## src/rtl/slcan_pkg.sv

```systemverilog
// shared types and constants of the slcan ascii frame parser
// used by slcan_parser_core and slcan_ascii_frame_parser_unit; no dependencies
`default_nettype none

package slcan_pkg;

    // line format limits
    localparam int MAX_DATA_BYTES = 8;
    localparam int MAX_LINE_CHARS = 100;

    localparam int POS_W   = 7;
    localparam int ID_W    = 29;
    localparam int DLC_W   = 4;
    localparam int DATA_W  = 64;
    localparam int TS_W    = 16;
    localparam int LEN_W   = 7;

    localparam logic [POS_W-1:0] LINE_MAX = POS_W'(MAX_LINE_CHARS);
    localparam logic [DLC_W-1:0] DLC_MAX  = DLC_W'(MAX_DATA_BYTES);

    // control characters
    localparam logic [7:0] CH_CR  = 8'h0d;
    localparam logic [7:0] CH_BEL = 8'h07;

    // frame opening characters
    localparam logic [7:0] CH_LT  = "t";
    localparam logic [7:0] CH_UT  = "T";
    localparam logic [7:0] CH_LR  = "r";
    localparam logic [7:0] CH_UR  = "R";

    // result kinds
    localparam logic ITEM_FRAME = 1'b0;
    localparam logic ITEM_REPLY = 1'b1;

    // packed output payload widths
    localparam int RES_BITS  = 2 + ID_W + DLC_W + DATA_W + TS_W + 1 + 1 + 8 + LEN_W;
    localparam int TDATA_W   = ((RES_BITS + 7) / 8) * 8;
    localparam int TDATA_PAD = TDATA_W - RES_BITS;

    typedef struct packed {
        logic               item_kind;
        logic               is_extended;
        logic               is_remote;
        logic [ID_W-1:0]    frame_id;
        logic [DLC_W-1:0]   frame_dlc;
        logic [DATA_W-1:0]  frame_data;
        logic [TS_W-1:0]    frame_timestamp;
        logic               format_error;
        logic               reply_ended_by_bell;
        logic [7:0]         reply_first_char;
        logic [LEN_W-1:0]   reply_length;
    } slcan_result_t;

endpackage

`default_nettype wire

```

## src/rtl/slcan_parser_core.sv

```systemverilog
// per-character line parser: holds the line state and forms the result of one byte
// depends on slcan_pkg
`default_nettype none

module slcan_parser_core
    import slcan_pkg::*;
(
    input  wire logic          clk,
    input  wire logic          rst_n,
    input  wire logic          step_en,
    input  wire logic [7:0]    rx_byte,
    output logic               res_valid,
    output slcan_result_t      res
);

    typedef enum logic [1:0] {
        MODE_IDLE,
        MODE_FRAME,
        MODE_REPLY
    } mode_t;

    mode_t                mode_reg,  mode_next;
    logic [POS_W-1:0]     pos_reg,   pos_next;
    logic                 ext_reg,   ext_next;
    logic                 rem_reg,   rem_next;
    logic [ID_W-1:0]      id_reg,    id_next;
    logic [DLC_W-1:0]     dlc_reg,   dlc_next;
    logic [DATA_W-1:0]    data_reg,  data_next;
    logic [TS_W-1:0]      ts_reg,    ts_next;
    logic                 err_reg,   err_next;
    logic [7:0]           first_reg, first_next;

    logic [4:0]           hex;
    logic                 hex_ok;
    logic [3:0]           nib;
    logic                 is_dec;
    logic [POS_W-1:0]     id_end;
    logic [POS_W-1:0]     dlc_pos;
    logic [POS_W-1:0]     d0;
    logic [POS_W-1:0]     t0;
    logic [POS_W-1:0]     ts_end;
    logic [POS_W-1:0]     off;
    logic [3:0]           nib_idx;
    logic [POS_W-1:0]     pos_inc;
    logic [ID_W-1:0]      id_shift;
    logic                 end_err;
    logic                 is_term;

    // returns {valid, nibble}
    function automatic logic [4:0] hex_decode(input logic [7:0] c);
        logic [4:0] r;
        r = 5'd0;
        if (c >= 8'h30 && c <= 8'h39)
        begin
            r = {1'b1, c[3:0]};
        end
        else if ((c >= 8'h41 && c <= 8'h46) || (c >= 8'h61 && c <= 8'h66))
        begin
            r = {1'b1, c[3:0] + 4'd9};
        end
        return r;
    endfunction

    assign hex     = hex_decode(rx_byte);
    assign hex_ok  = hex[4];
    assign nib     = hex[3:0];
    assign is_dec  = (rx_byte >= 8'h30) && (rx_byte <= 8'h39);
    assign is_term = (rx_byte == CH_CR) || (rx_byte == CH_BEL);

    assign id_end  = ext_reg ? POS_W'(8) : POS_W'(3);
    assign dlc_pos = id_end + POS_W'(1);
    assign d0      = id_end + POS_W'(2);
    assign t0      = d0 + (rem_reg ? POS_W'(0) : POS_W'({dlc_reg, 1'b0}));
    assign ts_end  = t0 + POS_W'(4);
    assign off     = pos_reg - d0;
    assign nib_idx = {off[3:1], ~off[0]};
    assign pos_inc = (pos_reg < LINE_MAX) ? pos_reg + POS_W'(1) : pos_reg;
    assign id_shift = {id_reg[ID_W-5:0], nib};

    assign end_err = err_reg || (pos_reg <= dlc_pos) ||
                     ((pos_reg != t0) && (pos_reg != ts_end));

    always_comb
    begin
        mode_next  = mode_reg;
        pos_next   = pos_reg;
        ext_next   = ext_reg;
        rem_next   = rem_reg;
        id_next    = id_reg;
        dlc_next   = dlc_reg;
        data_next  = data_reg;
        ts_next    = ts_reg;
        err_next   = err_reg;
        first_next = first_reg;
        res_valid  = 1'b0;
        res        = '0;

        unique case (mode_reg)
            MODE_FRAME:
            begin
                if (rx_byte == CH_CR)
                begin
                    res_valid           = 1'b1;
                    res.item_kind       = ITEM_FRAME;
                    res.is_extended     = ext_reg;
                    res.is_remote       = rem_reg;
                    res.frame_id        = id_reg;
                    res.frame_dlc       = dlc_reg;
                    res.frame_data      = data_reg;
                    res.frame_timestamp = ts_reg;
                    res.format_error    = end_err;
                    err_next            = end_err;
                    mode_next           = MODE_IDLE;
                end
                else
                begin
                    pos_next = pos_inc;
                    if (pos_reg <= id_end)
                    begin
                        // identifier digit, overflow checked per form
                        id_next = id_shift;
                        if (!hex_ok || (ext_reg && id_reg[ID_W-1:ID_W-4] != 4'd0) ||
                            (!ext_reg && id_shift[ID_W-1:11] != '0))
                        begin
                            err_next = 1'b1;
                        end
                    end
                    else if (pos_reg == dlc_pos)
                    begin
                        if (is_dec)
                        begin
                            if (rx_byte[3:0] > DLC_MAX)
                            begin
                                dlc_next = DLC_MAX;
                                err_next = 1'b1;
                            end
                            else
                            begin
                                dlc_next = rx_byte[3:0];
                            end
                        end
                        else
                        begin
                            dlc_next = '0;
                            err_next = 1'b1;
                        end
                    end
                    else if (pos_reg < t0)
                    begin
                        // high nibble first within each data byte
                        for (int k = 0; k < DATA_W / 4; k++)
                        begin
                            if (nib_idx == 4'(k))
                            begin
                                data_next[4*k +: 4] = data_reg[4*k +: 4] | nib;
                            end
                        end
                        if (!hex_ok)
                        begin
                            err_next = 1'b1;
                        end
                    end
                    else if (pos_reg < ts_end)
                    begin
                        ts_next = {ts_reg[TS_W-5:0], nib};
                        if (!hex_ok)
                        begin
                            err_next = 1'b1;
                        end
                    end
                    else
                    begin
                        err_next = 1'b1;
                    end
                end
            end

            MODE_REPLY:
            begin
                pos_next = pos_inc;
                if (is_term)
                begin
                    res_valid               = 1'b1;
                    res.item_kind           = ITEM_REPLY;
                    res.reply_ended_by_bell = (rx_byte == CH_BEL);
                    res.reply_first_char    = first_reg;
                    res.reply_length        = LEN_W'(pos_inc);
                    mode_next               = MODE_IDLE;
                end
            end

            MODE_IDLE:
            begin
                // first character of a new line
                id_next   = '0;
                dlc_next  = '0;
                data_next = '0;
                ts_next   = '0;
                err_next  = 1'b0;
                pos_next  = POS_W'(1);
                if (rx_byte == CH_LT || rx_byte == CH_UT || rx_byte == CH_LR ||
                    rx_byte == CH_UR)
                begin
                    ext_next  = (rx_byte == CH_UT) || (rx_byte == CH_UR);
                    rem_next  = (rx_byte == CH_LR) || (rx_byte == CH_UR);
                    mode_next = MODE_FRAME;
                end
                else
                begin
                    ext_next   = 1'b0;
                    rem_next   = 1'b0;
                    first_next = rx_byte;
                    if (is_term)
                    begin
                        res_valid               = 1'b1;
                        res.item_kind           = ITEM_REPLY;
                        res.reply_ended_by_bell = (rx_byte == CH_BEL);
                        res.reply_first_char    = rx_byte;
                        res.reply_length        = LEN_W'(1);
                        mode_next               = MODE_IDLE;
                    end
                    else
                    begin
                        mode_next = MODE_REPLY;
                    end
                end
            end

            default:
            begin
                mode_next = MODE_IDLE;
            end
        endcase
    end

    always_ff @(posedge clk or negedge rst_n)
    begin
        if (!rst_n)
        begin
            mode_reg <= MODE_IDLE;
            pos_reg  <= '0;
        end
        else if (step_en)
        begin
            mode_reg <= mode_next;
            pos_reg  <= pos_next;
        end
    end

    always_ff @(posedge clk)
    begin
        if (step_en)
        begin
            ext_reg   <= ext_next;
            rem_reg   <= rem_next;
            id_reg    <= id_next;
            dlc_reg   <= dlc_next;
            data_reg  <= data_next;
            ts_reg    <= ts_next;
            err_reg   <= err_next;
            first_reg <= first_next;
        end
    end

endmodule

`default_nettype wire

```

## src/rtl/slcan_ascii_frame_parser_unit.sv

```systemverilog
// top level of the slcan ascii frame parser: stream ports, input and result registers
// depends on slcan_pkg and slcan_parser_core
`default_nettype none

// Parses the ascii receive stream of a serial can adapter, one character per
// transaction on s_axis. A line that opens with t, T, r or R is a can frame
// (3 or 8 hex id digits, a dlc digit, 2*dlc hex data digits unless remote, an
// optional 4-digit hex timestamp, then cr); the cr yields one frame result with
// tuser 0. Any other first character opens a reply line ending at cr or bel,
// which yields one reply result with tuser 1 carrying its first character and
// its length (saturating at 100). Malformed frames are reported with
// format_error set and the partial values kept. Throughput is one character
// per clock unless a line end waits; a character is held in the input
// register and its result in the result register on m_axis. A character
// only waits when it ends a line and the result register holds a result not
// yet taken; others flow on while m_axis stalls. No clearing pass after reset.
module slcan_ascii_frame_parser_unit
    import slcan_pkg::*;
(
    input  wire logic                clk,
    input  wire logic                rst_n,
    input  wire logic                s_axis_tvalid,
    output logic                     s_axis_tready,
    input  wire logic [7:0]          s_axis_tdata,   // rx_byte[7:0]
    output logic                     m_axis_tvalid,
    input  wire logic                m_axis_tready,
    output logic [TDATA_W-1:0]       m_axis_tdata,   // is_extended, is_remote, frame_id,
                                                     // frame_dlc, frame_data,
                                                     // frame_timestamp, format_error,
                                                     // reply_ended_by_bell,
                                                     // reply_first_char, reply_length,
                                                     // zero pad
    output logic                     m_axis_tuser    // item_kind
);

    // input register
    logic                 in_valid_reg;
    logic [7:0]           in_byte_reg;

    // result register
    logic                 out_valid_reg;
    slcan_result_t        out_reg;

    logic                 res_valid;
    slcan_result_t        res;
    logic                 out_free;
    logic                 advance;

    // the held character moves on unless it makes a result with no room for it
    assign out_free      = !out_valid_reg || m_axis_tready;
    assign advance       = in_valid_reg && (!res_valid || out_free);
    assign s_axis_tready = !in_valid_reg || advance;

    slcan_parser_core u_core (
        .clk       (clk),
        .rst_n     (rst_n),
        .step_en   (advance),
        .rx_byte   (in_byte_reg),
        .res_valid (res_valid),
        .res       (res)
    );

    always_ff @(posedge clk or negedge rst_n)
    begin
        if (!rst_n)
        begin
            in_valid_reg  <= 1'b0;
            out_valid_reg <= 1'b0;
        end
        else
        begin
            if (s_axis_tready)
            begin
                in_valid_reg <= s_axis_tvalid;
            end
            if (advance && res_valid)
            begin
                out_valid_reg <= 1'b1;
            end
            else if (m_axis_tready)
            begin
                out_valid_reg <= 1'b0;
            end
        end
    end

    // payload registers
    always_ff @(posedge clk)
    begin
        if (s_axis_tready && s_axis_tvalid)
        begin
            in_byte_reg <= s_axis_tdata;
        end
        if (advance && res_valid)
        begin
            out_reg <= res;
        end
    end

    assign m_axis_tvalid = out_valid_reg;
    assign m_axis_tuser  = out_reg.item_kind;
    assign m_axis_tdata  = {
        {TDATA_PAD{1'b0}},
        out_reg.reply_length,
        out_reg.reply_first_char,
        out_reg.reply_ended_by_bell,
        out_reg.format_error,
        out_reg.frame_timestamp,
        out_reg.frame_data,
        out_reg.frame_dlc,
        out_reg.frame_id,
        out_reg.is_remote,
        out_reg.is_extended
    };

endmodule

`default_nettype wire

```

## config.mk

```make
export PLATFORM = sky130hd
export DESIGN_NAME = slcan_ascii_frame_parser_unit
export DESIGN_NICKNAME = d
export VERILOG_FILES = /design/src/rtl/slcan_pkg.sv /design/src/rtl/slcan_parser_core.sv /design/src/rtl/slcan_ascii_frame_parser_unit.sv
export SDC_FILE = /design/constraint.sdc
export NUM_CORES = 1
export LEC_CHECK = 0
export BUFFER_PORTS_ARGS = -buffer_cell sky130_fd_sc_hd__buf_2
export CORE_MARGIN = 4
export CORE_UTILIZATION = 45
export CTS_CLUSTER_SIZE = 12
export DETAILED_ROUTE_END_ITERATION = 8
export PLACE_DENSITY = 0.65
export SLEW_MARGIN = 20
export SYNTH_ARGS = -nofsm -noshare
export SYNTH_HDL_FRONTEND = slang
export SYNTH_HIERARCHICAL = 1
export SYNTH_SLANG_ARGS = --single-unit
```

## constraint.sdc

```tcl
create_clock -name clk -period 9.5 [get_ports clk]
set_clock_uncertainty 0.1 [all_clocks]
set_input_delay 0 -clock clk [delete_from_list [all_inputs] [get_ports clk]]
set_output_delay 0 -clock clk [all_outputs]
set_load 0.02 [all_outputs]
```

==> run_summary.xml, run 1 <==
<?xml version="1.0" encoding="UTF-8"?>
<metrics>
  <group name="sta">
    <metric name="timing.fmax" unit="MHz">215.2</metric>
    <metric name="rsz0062_at_grt" unit="">false</metric>
    <metric name="hold_viol_final" unit="">0</metric>
    <metric name="worst_slack" unit="ns">4.853</metric>
    <metric name="final_period_minus_worst_setup_slack" unit="ns">4.647</metric>
    <metric name="timing.final.max_slew_violations" unit="">0</metric>
    <metric name="setup_tns" unit="ns">0</metric>
    <metric name="worst-slew-pin-transition" unit="ns">1.075</metric>
    <metric name="final.period_utilization" unit="%">48.92</metric>
    <metric name="setup_viol" unit="">0</metric>
    <metric name="relative_slew_slack" unit="%">28.25</metric>
  </group>
  <group name="cells_and_area">
    <metric name="finalCoreUtilization" unit="%">53.36</metric>
    <metric name="multi_input_area" unit="mm²">0.003386</metric>
    <metric name="mostFrequentLayoutCell" unit="">edfxtp_1</metric>
    <metric name="final_cell_mix" unit="">edfxtp_1, and2_1, buf_2</metric>
    <metric name="final-seq-area" unit="mm²">0.008233</metric>
    <metric name="largest_register_ff_count" unit="">132</metric>
    <metric name="area_growth" unit="%">17.06</metric>
    <metric name="fin_nets" unit="">1016</metric>
    <metric name="num-fill-cells" unit="">2185</metric>
    <metric name="drive_gt1_share" unit="%">21.13</metric>
    <metric name="num_antenna_cells" unit="">0</metric>
    <metric name="stdcell_count" unit="">1329</metric>
  </group>
  <group name="setup_path">
    <metric name="cp_data_arrival_time" unit="ns">4.71</metric>
    <metric name="path_cells" unit="">nand2b_4, or3b_2, a21o_1, nand3_1, nand3_1, a21boi_1, o311ai_4, or4_1, o31ai_1</metric>
    <metric name="timing.critical_path.buf_inv" unit="">0</metric>
    <metric name="critical_path.max_fanout" unit="">10</metric>
    <metric name="path_common_cell" unit="">nand3_1</metric>
    <metric name="critical_path.top_delay_family" unit="">simple AND/OR/NAND/NOR gates</metric>
    <metric name="critical_path_required" unit="ns">9.56</metric>
    <metric name="worstSetupPathType" unit="">reg2reg</metric>
    <metric name="cp_slowest_cell" unit="">or4_1</metric>
    <metric name="worst_setup_path_end_kind" unit="">flop</metric>
    <metric name="cp_num_cells" unit="">9</metric>
    <metric name="start_kind" unit="">flop</metric>
    <metric name="reg2reg_depth" unit="">9</metric>
    <metric name="slowest_delay" unit="ns">0.74</metric>
  </group>
  <group name="cts">
    <metric name="clk_root_buffer_cell" unit="">clkbuf_16</metric>
    <metric name="cts_repair_resize_count" unit="">0</metric>
    <metric name="cts-htree-levels" unit="">1</metric>
    <metric name="max-clock-path-buffers" unit="">3</metric>
    <metric name="cts_sinks" unit="">276</metric>
    <metric name="clk_pin_slew_worst_paths" unit="ns">0.06</metric>
    <metric name="tritoncts.num_buffers" unit="">28</metric>
    <metric name="tritoncts" unit="">built</metric>
    <metric name="clock_latency_at_the_later_pin_of_the_worst_skew_pair" unit="ns">0.53</metric>
  </group>
  <group name="yosys">
    <metric name="yosys_most_used_dff" unit="">edfxtp_1</metric>
    <metric name="asyncSetResetFlopFracSynth" unit="%">3.986</metric>
    <metric name="syn-cell-area" unit="mm²">0.01185</metric>
    <metric name="ys_seq_area_share" unit="%">69.50</metric>
    <metric name="synth-seq-cells" unit="">276</metric>
    <metric name="ys.warnings.count" unit="">6</metric>
    <metric name="post_synth_inst_count" unit="">822</metric>
    <metric name="synth_cell_types" unit="">71</metric>
    <metric name="syn-mean-instance-area" unit="µm²">14.41</metric>
    <metric name="synth-edff-count" unit="">265</metric>
  </group>
  <group name="power">
    <metric name="vdd_ir_drop_max" unit="mV">0.1214</metric>
    <metric name="power.clock.fraction" unit="%">37.4</metric>
    <metric name="power_per_cell_area" unit="mW/mm²">191.2</metric>
    <metric name="net_switching_share_of_the_total_power" unit="%">23.85</metric>
    <metric name="share_comb_of_total_power" unit="%">10.2</metric>
    <metric name="power.internal" unit="mW">2.019</metric>
    <metric name="power.sequential.fraction" unit="%">52.4</metric>
    <metric name="switching_power" unit="mW">0.6324</metric>
    <metric name="power.static_leakage" unit="nW">4.939</metric>
  </group>
  <group name="routing">
    <metric name="ant_nets" unit="">0</metric>
    <metric name="detail_route.iter0.violations" unit="">502</metric>
    <metric name="post-route-drc-count" unit="">0</metric>
    <metric name="detailedRoute.firstPassIterationCount" unit="">5</metric>
    <metric name="post_drt_wl_per_cell" unit="µm">17.80</metric>
    <metric name="via_cell_ratio" unit="">5.202</metric>
    <metric name="detailroute.via_count" unit="">6913</metric>
    <metric name="postRouteWirelength" unit="µm">23650</metric>
  </group>
  <group name="grt">
    <metric name="overflow" unit="">0</metric>
    <metric name="grt_pass1_wl" unit="µm">36720</metric>
    <metric name="number_of_antenna_violations_at_the_first_check_in_global_routing" unit="">0</metric>
    <metric name="grt_start_max_net_pins" unit="">105</metric>
    <metric name="grtUsageTotal" unit="%">15.82</metric>
    <metric name="via_count_of_the_first_global_routing_pass" unit="">6835</metric>
  </group>
  <group name="place">
    <metric name="post-dp-hpwl" unit="µm">15190</metric>
    <metric name="placement.io_buffers" unit="">146</metric>
    <metric name="place_inst" unit="">1269</metric>
    <metric name="gpl.final_weighted_congestion" unit="">0.8585</metric>
    <metric name="pre_cts_ws" unit="ns">4.935</metric>
  </group>
  <group name="die">
    <metric name="chip_height" unit="µm">170.2</metric>
    <metric name="die_ar" unit="mm²">0.02898</metric>
    <metric name="initial_core_util" unit="%">45.58</metric>
    <metric name="design.core.area" unit="mm²">0.02598</metric>
    <metric name="die_w" unit="µm">170.2</metric>
    <metric name="num_rows" unit="">59</metric>
    <metric name="num_io_pins" unit="">151</metric>
  </group>
  <group name="min_path">
    <metric name="hp-class" unit="">in2reg</metric>
    <metric name="whs_path_depth" unit="">2</metric>
  </group>
  <group name="outcome">
    <metric name="outcome" unit="">finished clean</metric>
  </group>
  <group name="job">
    <metric name="cap_viol_max_count" unit="">0</metric>
  </group>
</metrics>
[repair_timing]
action,CTS,global route
hold buffers,13,0
buffers inserted,0,0
setup endpoints to repair,0,0
endpoints found under the hold margin,29,0
[Yosys cell counts, drive strengths merged, types with 3 or more instances]
cell type,count,area share [%]
nor3,11,0.56
inv,13,0.41
a21boi,3,0.19
nor3b,3,0.19
ha,24,2.5
nand2b,11,0.64
nand3,5,0.21
and2,160,8.5
o21a,4,0.25
xnor2,7,0.52
o311ai,3,0.43
xor2,5,0.37
nor2,29,0.92
o31ai,11,0.81
dfrtp,11,2.3
nor4,10,0.71
nor2b,7,0.37
or4,5,0.32
a21oi,14,0.62
buf,18,0.92
o21ai,27,1.1
nand2,31,0.98
a211oi,3,0.19
a21o,69,4.4
clkbuf,28,0.94
nand3b,5,0.32
edfxtp,265,67
[cells by family after synthesis]
group	count (synthesis)	synth area share [%]
compound gates	151	9.348
xor+xnor	12	0.8873
fa+ha+maj	27	2.958
buf+inv	59	2.271
flops	276	69.50
mux	1	0.08451
other cells	2	0.06340
simple gates	294	14.88
[cell type report]
class | count | area share [%]
tap | 335 | 3.023
clock inverter | 5 | 0.2436
timing repair buffer | 169 | 6.894
multi-input combinational | 490 | 24.42
inverter | 13 | 0.3519
sequential | 276 | 59.38
clock buffer | 41 | 5.694
[routing by layer]
| layer | track usage [%] | vias to the layer above | wire, µm |
|---|---|---|---|
| li1 | - | 3310 | - |
| met1 | 22.12 | 3368 | 10790 |
| met2 | 25.79 | 195 | 10960 |
| met3 | 2.904 | 40 | 1407 |
| met4 | 4.097 | 0 | 499 |
| met5 | 0 | - | 0 |
[stage by stage]
step	cell area, µm²	power, mW	hold slack (ns)
after floorplan	11860	1.597	-0.3956
after global placement	12880	1.676	-0.2022
after detailed placement	12880	1.676	-0.2025
after CTS	13840	2.674	0.06461
after global routing	13870	2.768	0.09308
final	13870	2.651	0.1006
[power groups by stage]
stage	combinational [mW]	clock, mW	sequential, mW
after floorplan	0.207	0	1.39
after global placement	0.264	0	1.41
after detailed placement	0.264	0	1.41
after CTS	0.270	1.02	1.39
after global routing	0.305	1.07	1.39
final	0.271	0.992	1.39
[worst paths after layout]
path | from | end | slack [ns]
max in group asynchronous | rst_n | u_core/mode_reg[1]$_DFFE_PN0P_ | 8.49
setup / recovery | in_byte_reg[3]$_DFFE_PP_ | u_core/data_reg[13]$_SDFFCE_PP0P_ | 4.85
hold / removal | s_axis_tdata[2] | in_byte_reg[2]$_DFFE_PP_ | 0.10
setup reg to reg | in_byte_reg[3]$_DFFE_PP_ | u_core/data_reg[13]$_SDFFCE_PP0P_ | 4.85
min in group asynchronous | rst_n | u_core/pos_reg[3]$_DFFE_PN0P_ | 0.44
hold reg to reg | u_core/ts_reg[12]$_SDFFCE_PP0P_ | m_axis_tdata[111]$_DFFE_PP_ | 0.41
(Power assumes the default switching activity.)
==> inputs of run 2 (changes only) <==
--- a/config.mk
+++ b/config.mk
@@ -10,7 +10,7 @@
 export CORE_UTILIZATION = 45
 export CTS_CLUSTER_SIZE = 12
 export DETAILED_ROUTE_END_ITERATION = 8
-export PLACE_DENSITY = 0.65
+export PLACE_DENSITY = 0.67
 export SLEW_MARGIN = 20
 export SYNTH_ARGS = -nofsm -noshare
 export SYNTH_HDL_FRONTEND = slang
==> constraint.sdc (replaced) <==
create_clock -name clk -period 4.25 [get_ports clk]
set_clock_uncertainty 0.1 [all_clocks]
set_input_delay 0 -clock clk [delete_from_list [all_inputs] [get_ports clk]]
set_output_delay 0 -clock clk [all_outputs]
set_load 0.02 [all_outputs]
==> run 2 against run 1 <==
  * Routed wire length about the same
  * Die area unchanged
  * Design area up 1.7%
  * Combinational power up 130%
==> run_summary.xml, run 2 (synthesis results as in run 1) <==
<?xml version="1.0" encoding="UTF-8"?>
<metrics>
  <group name="cts">
    <metric name="clk_root_buffer_cell" unit="">clkbuf_16</metric>
    <metric name="clock_latency_at_the_later_pin_of_the_worst_skew_pair" unit="ns">0.54</metric>
    <metric name="post_cts.repair.setup_buffers" unit="">0</metric>
    <metric name="cts_repair_resize_count" unit="">0</metric>
    <metric name="clk_pin_slew_worst_paths" unit="ns">0.06</metric>
    <metric name="cts-htree-levels" unit="">1</metric>
    <metric name="tritoncts.num_buffers" unit="">28</metric>
    <metric name="cts_sinks" unit="">276</metric>
    <metric name="max-clock-path-buffers" unit="">3</metric>
    <metric name="tritoncts" unit="">built</metric>
  </group>
  <group name="sta">
    <metric name="timing.fmax" unit="MHz">253.0</metric>
    <metric name="final.period_utilization" unit="%">92.99</metric>
    <metric name="setup_viol" unit="">0</metric>
    <metric name="hold_viol_final" unit="">0</metric>
    <metric name="final_period_minus_worst_setup_slack" unit="ns">3.952</metric>
    <metric name="relative_slew_slack" unit="%">34.42</metric>
    <metric name="timing.final.max_slew_violations" unit="">0</metric>
    <metric name="worst-slew-pin-transition" unit="ns">0.9837</metric>
    <metric name="finalHoldWorstSlack" unit="ns">0.08111</metric>
    <metric name="worst_slack" unit="ns">0.2981</metric>
    <metric name="rsz0062_at_grt" unit="">false</metric>
  </group>
  <group name="routing">
    <metric name="detailroute.via_count" unit="">6984</metric>
    <metric name="postRouteWirelength" unit="µm">23660</metric>
    <metric name="detail_route.iter0.violations" unit="">518</metric>
    <metric name="ant_nets" unit="">0</metric>
    <metric name="detailedRoute.firstPassIterationCount" unit="">5</metric>
    <metric name="via_cell_ratio" unit="">5.143</metric>
    <metric name="post-route-drc-count" unit="">0</metric>
    <metric name="post_drt_wl_per_cell" unit="µm">17.42</metric>
  </group>
  <group name="die">
    <metric name="num_rows" unit="">59</metric>
    <metric name="chip_height" unit="µm">170.2</metric>
    <metric name="die_ar" unit="mm²">0.02898</metric>
    <metric name="design.core.area" unit="mm²">0.02598</metric>
    <metric name="initial_core_util" unit="%">45.58</metric>
    <metric name="num_io_pins" unit="">151</metric>
    <metric name="die_w" unit="µm">170.2</metric>
  </group>
  <group name="job">
    <metric name="cap_viol_max_count" unit="">0</metric>
  </group>
  <group name="setup_path">
    <metric name="cp_data_arrival_time" unit="ns">4.02</metric>
    <metric name="cp_slowest_cell" unit="">or4b_1</metric>
    <metric name="start_kind" unit="">flop</metric>
    <metric name="worstSetupPathType" unit="">reg2reg</metric>
    <metric name="slowest_delay" unit="ns">0.68</metric>
    <metric name="path_cells" unit="">inv_1, ha_1, a21boi_0, or4_4, nand3_4, a21boi_1, o311ai_4, or4b_1, o31ai_1</metric>
    <metric name="critical_path_required" unit="ns">4.32</metric>
    <metric name="critical_path.top_delay_family" unit="">compound AO/OA/AOI/OAI gates</metric>
    <metric name="timing.critical_path.buf_inv" unit="">1</metric>
    <metric name="worst_setup_path_end_kind" unit="">flop</metric>
    <metric name="critical_path.max_fanout" unit="">9</metric>
  </group>
  <group name="cells_and_area">
    <metric name="num_antenna_cells" unit="">0</metric>
    <metric name="mostFrequentLayoutCell" unit="">edfxtp_1</metric>
    <metric name="area_growth" unit="%">19.09</metric>
    <metric name="drive_gt1_share" unit="%">23.36</metric>
    <metric name="fin_nets" unit="">1043</metric>
    <metric name="num-fill-cells" unit="">2169</metric>
    <metric name="final_cell_mix" unit="">edfxtp_1, and2_1, buf_2</metric>
    <metric name="largest_register_ff_count" unit="">132</metric>
  </group>
  <group name="power">
    <metric name="power_per_cell_area" unit="mW/mm²">423.1</metric>
    <metric name="vdd_ir_drop_max" unit="mV">0.3986</metric>
    <metric name="power.static_leakage" unit="nW">5.088</metric>
  </group>
  <group name="place">
    <metric name="placement.io_buffers" unit="">146</metric>
    <metric name="post-dp-hpwl" unit="µm">15730</metric>
    <metric name="pre_cts_ws" unit="ns">0.3192</metric>
    <metric name="gpl.final_weighted_congestion" unit="">0.8973</metric>
  </group>
  <group name="grt">
    <metric name="overflow" unit="">0</metric>
    <metric name="grt_start_max_net_pins" unit="">104</metric>
    <metric name="via_count_of_the_first_global_routing_pass" unit="">7049</metric>
    <metric name="grtUsageTotal" unit="%">16.26</metric>
    <metric name="number_of_antenna_violations_at_the_first_check_in_global_routing" unit="">0</metric>
    <metric name="grt_pass1_wl" unit="µm">38020</metric>
  </group>
  <group name="min_path">
    <metric name="hp-class" unit="">in2reg</metric>
  </group>
  <group name="outcome">
    <metric name="outcome" unit="">finished clean</metric>
  </group>
</metrics>
-- run 2: power breakdown --
group          switching [mW]  total, mW  internal, mW
Combinational           0.373      0.630         0.257
Clock                   0.944       2.25          1.31
Sequential             0.0917       3.09          3.00
-- run 2: cell type report --
cell class,count,area [µm²],area share (%)
Inverter,13,48.80,0.3459
Tap cell,335,419.2,2.971
Clock buffer,42,773.2,5.482
Sequential cell,276,8233,58.36
Timing Repair Buffer,196,1164,8.249
Multi-Input combinational cell,490,3405,24.14
Clock inverter,6,63.81,0.4524
-- run 2: timing repair --
action                                 in CTS  in global routing
setup endpoints to repair                   0                  0
hold buffers                               13                  0
endpoints found under the hold margin      29                  0
-- run 2: worst reg2reg max path: cells and delay by family (launching register included) --
family | cells | cell delay (ns)
compound gates | 4 | 1.55
simple gates | 3 | 1.08
fa+ha+maj | 1 | 0.24
buf+inv | 1 | 0.14
flops | 1 | 0.49
-- run 2: path summary, 6_finish.rpt --
check / start / endpoint / slack (ns) / depth (start not counted)
setup / recovery: in_byte_reg[1]$_DFFE_PP_ / u_core/data_reg[63]$_SDFFCE_PP0P_ / 0.30 / 9
hold / removal: s_axis_tdata[7] / in_byte_reg[7]$_DFFE_PP_ / 0.08 / 2
setup reg to reg: in_byte_reg[1]$_DFFE_PP_ / u_core/data_reg[63]$_SDFFCE_PP0P_ / 0.30 / 9
hold reg to reg: u_core/first_reg[2]$_DFFE_PP_ / m_axis_tdata[119]$_DFFE_PP_ / 0.41 / 2
max in group asynchronous: rst_n / m_axis_tvalid$_DFFE_PN0P_ / 3.27 / 3
min in group asynchronous: rst_n / u_core/pos_reg[4]$_DFFE_PN0P_ / 0.41 / 3
-- run 2: routing by layer --
| metal | vias up | wire, µm | global-route usage (%) | share of wire (%) |
|---|---|---|---|---|
| met4 | 0 | 471 | 4.375 | 2.0 |
| met3 | 33 | 1266 | 2.532 | 5.4 |
| met1 | 3406 | 10740 | 23.09 | 45 |
| met2 | 183 | 11180 | 26.38 | 47 |
| li1 | 3362 | - | - | - |
| met5 | - | 0 | 0 | 0 |
-- run 2: through the flow --
| stage | cells | utilization (%) | setup TNS (ns) | total power, mW | cell area [µm²] |
|---|---|---|---|---|---|
| floorplan | 825 | - | -22.62 | 3.572 | 11900 |
| global route | 1358 | 54.29 | 0 | 6.237 | 14110 |
| finish | 1358 | 54.29 | 0 | 5.968 | 14110 |
| global placement | 1297 | 50.56 | 0 | 3.749 | 13140 |
| detailed placement | 1297 | 50.56 | 0 | 3.757 | 13140 |
| CTS | 1358 | 54.29 | 0 | 6.032 | 14110 |
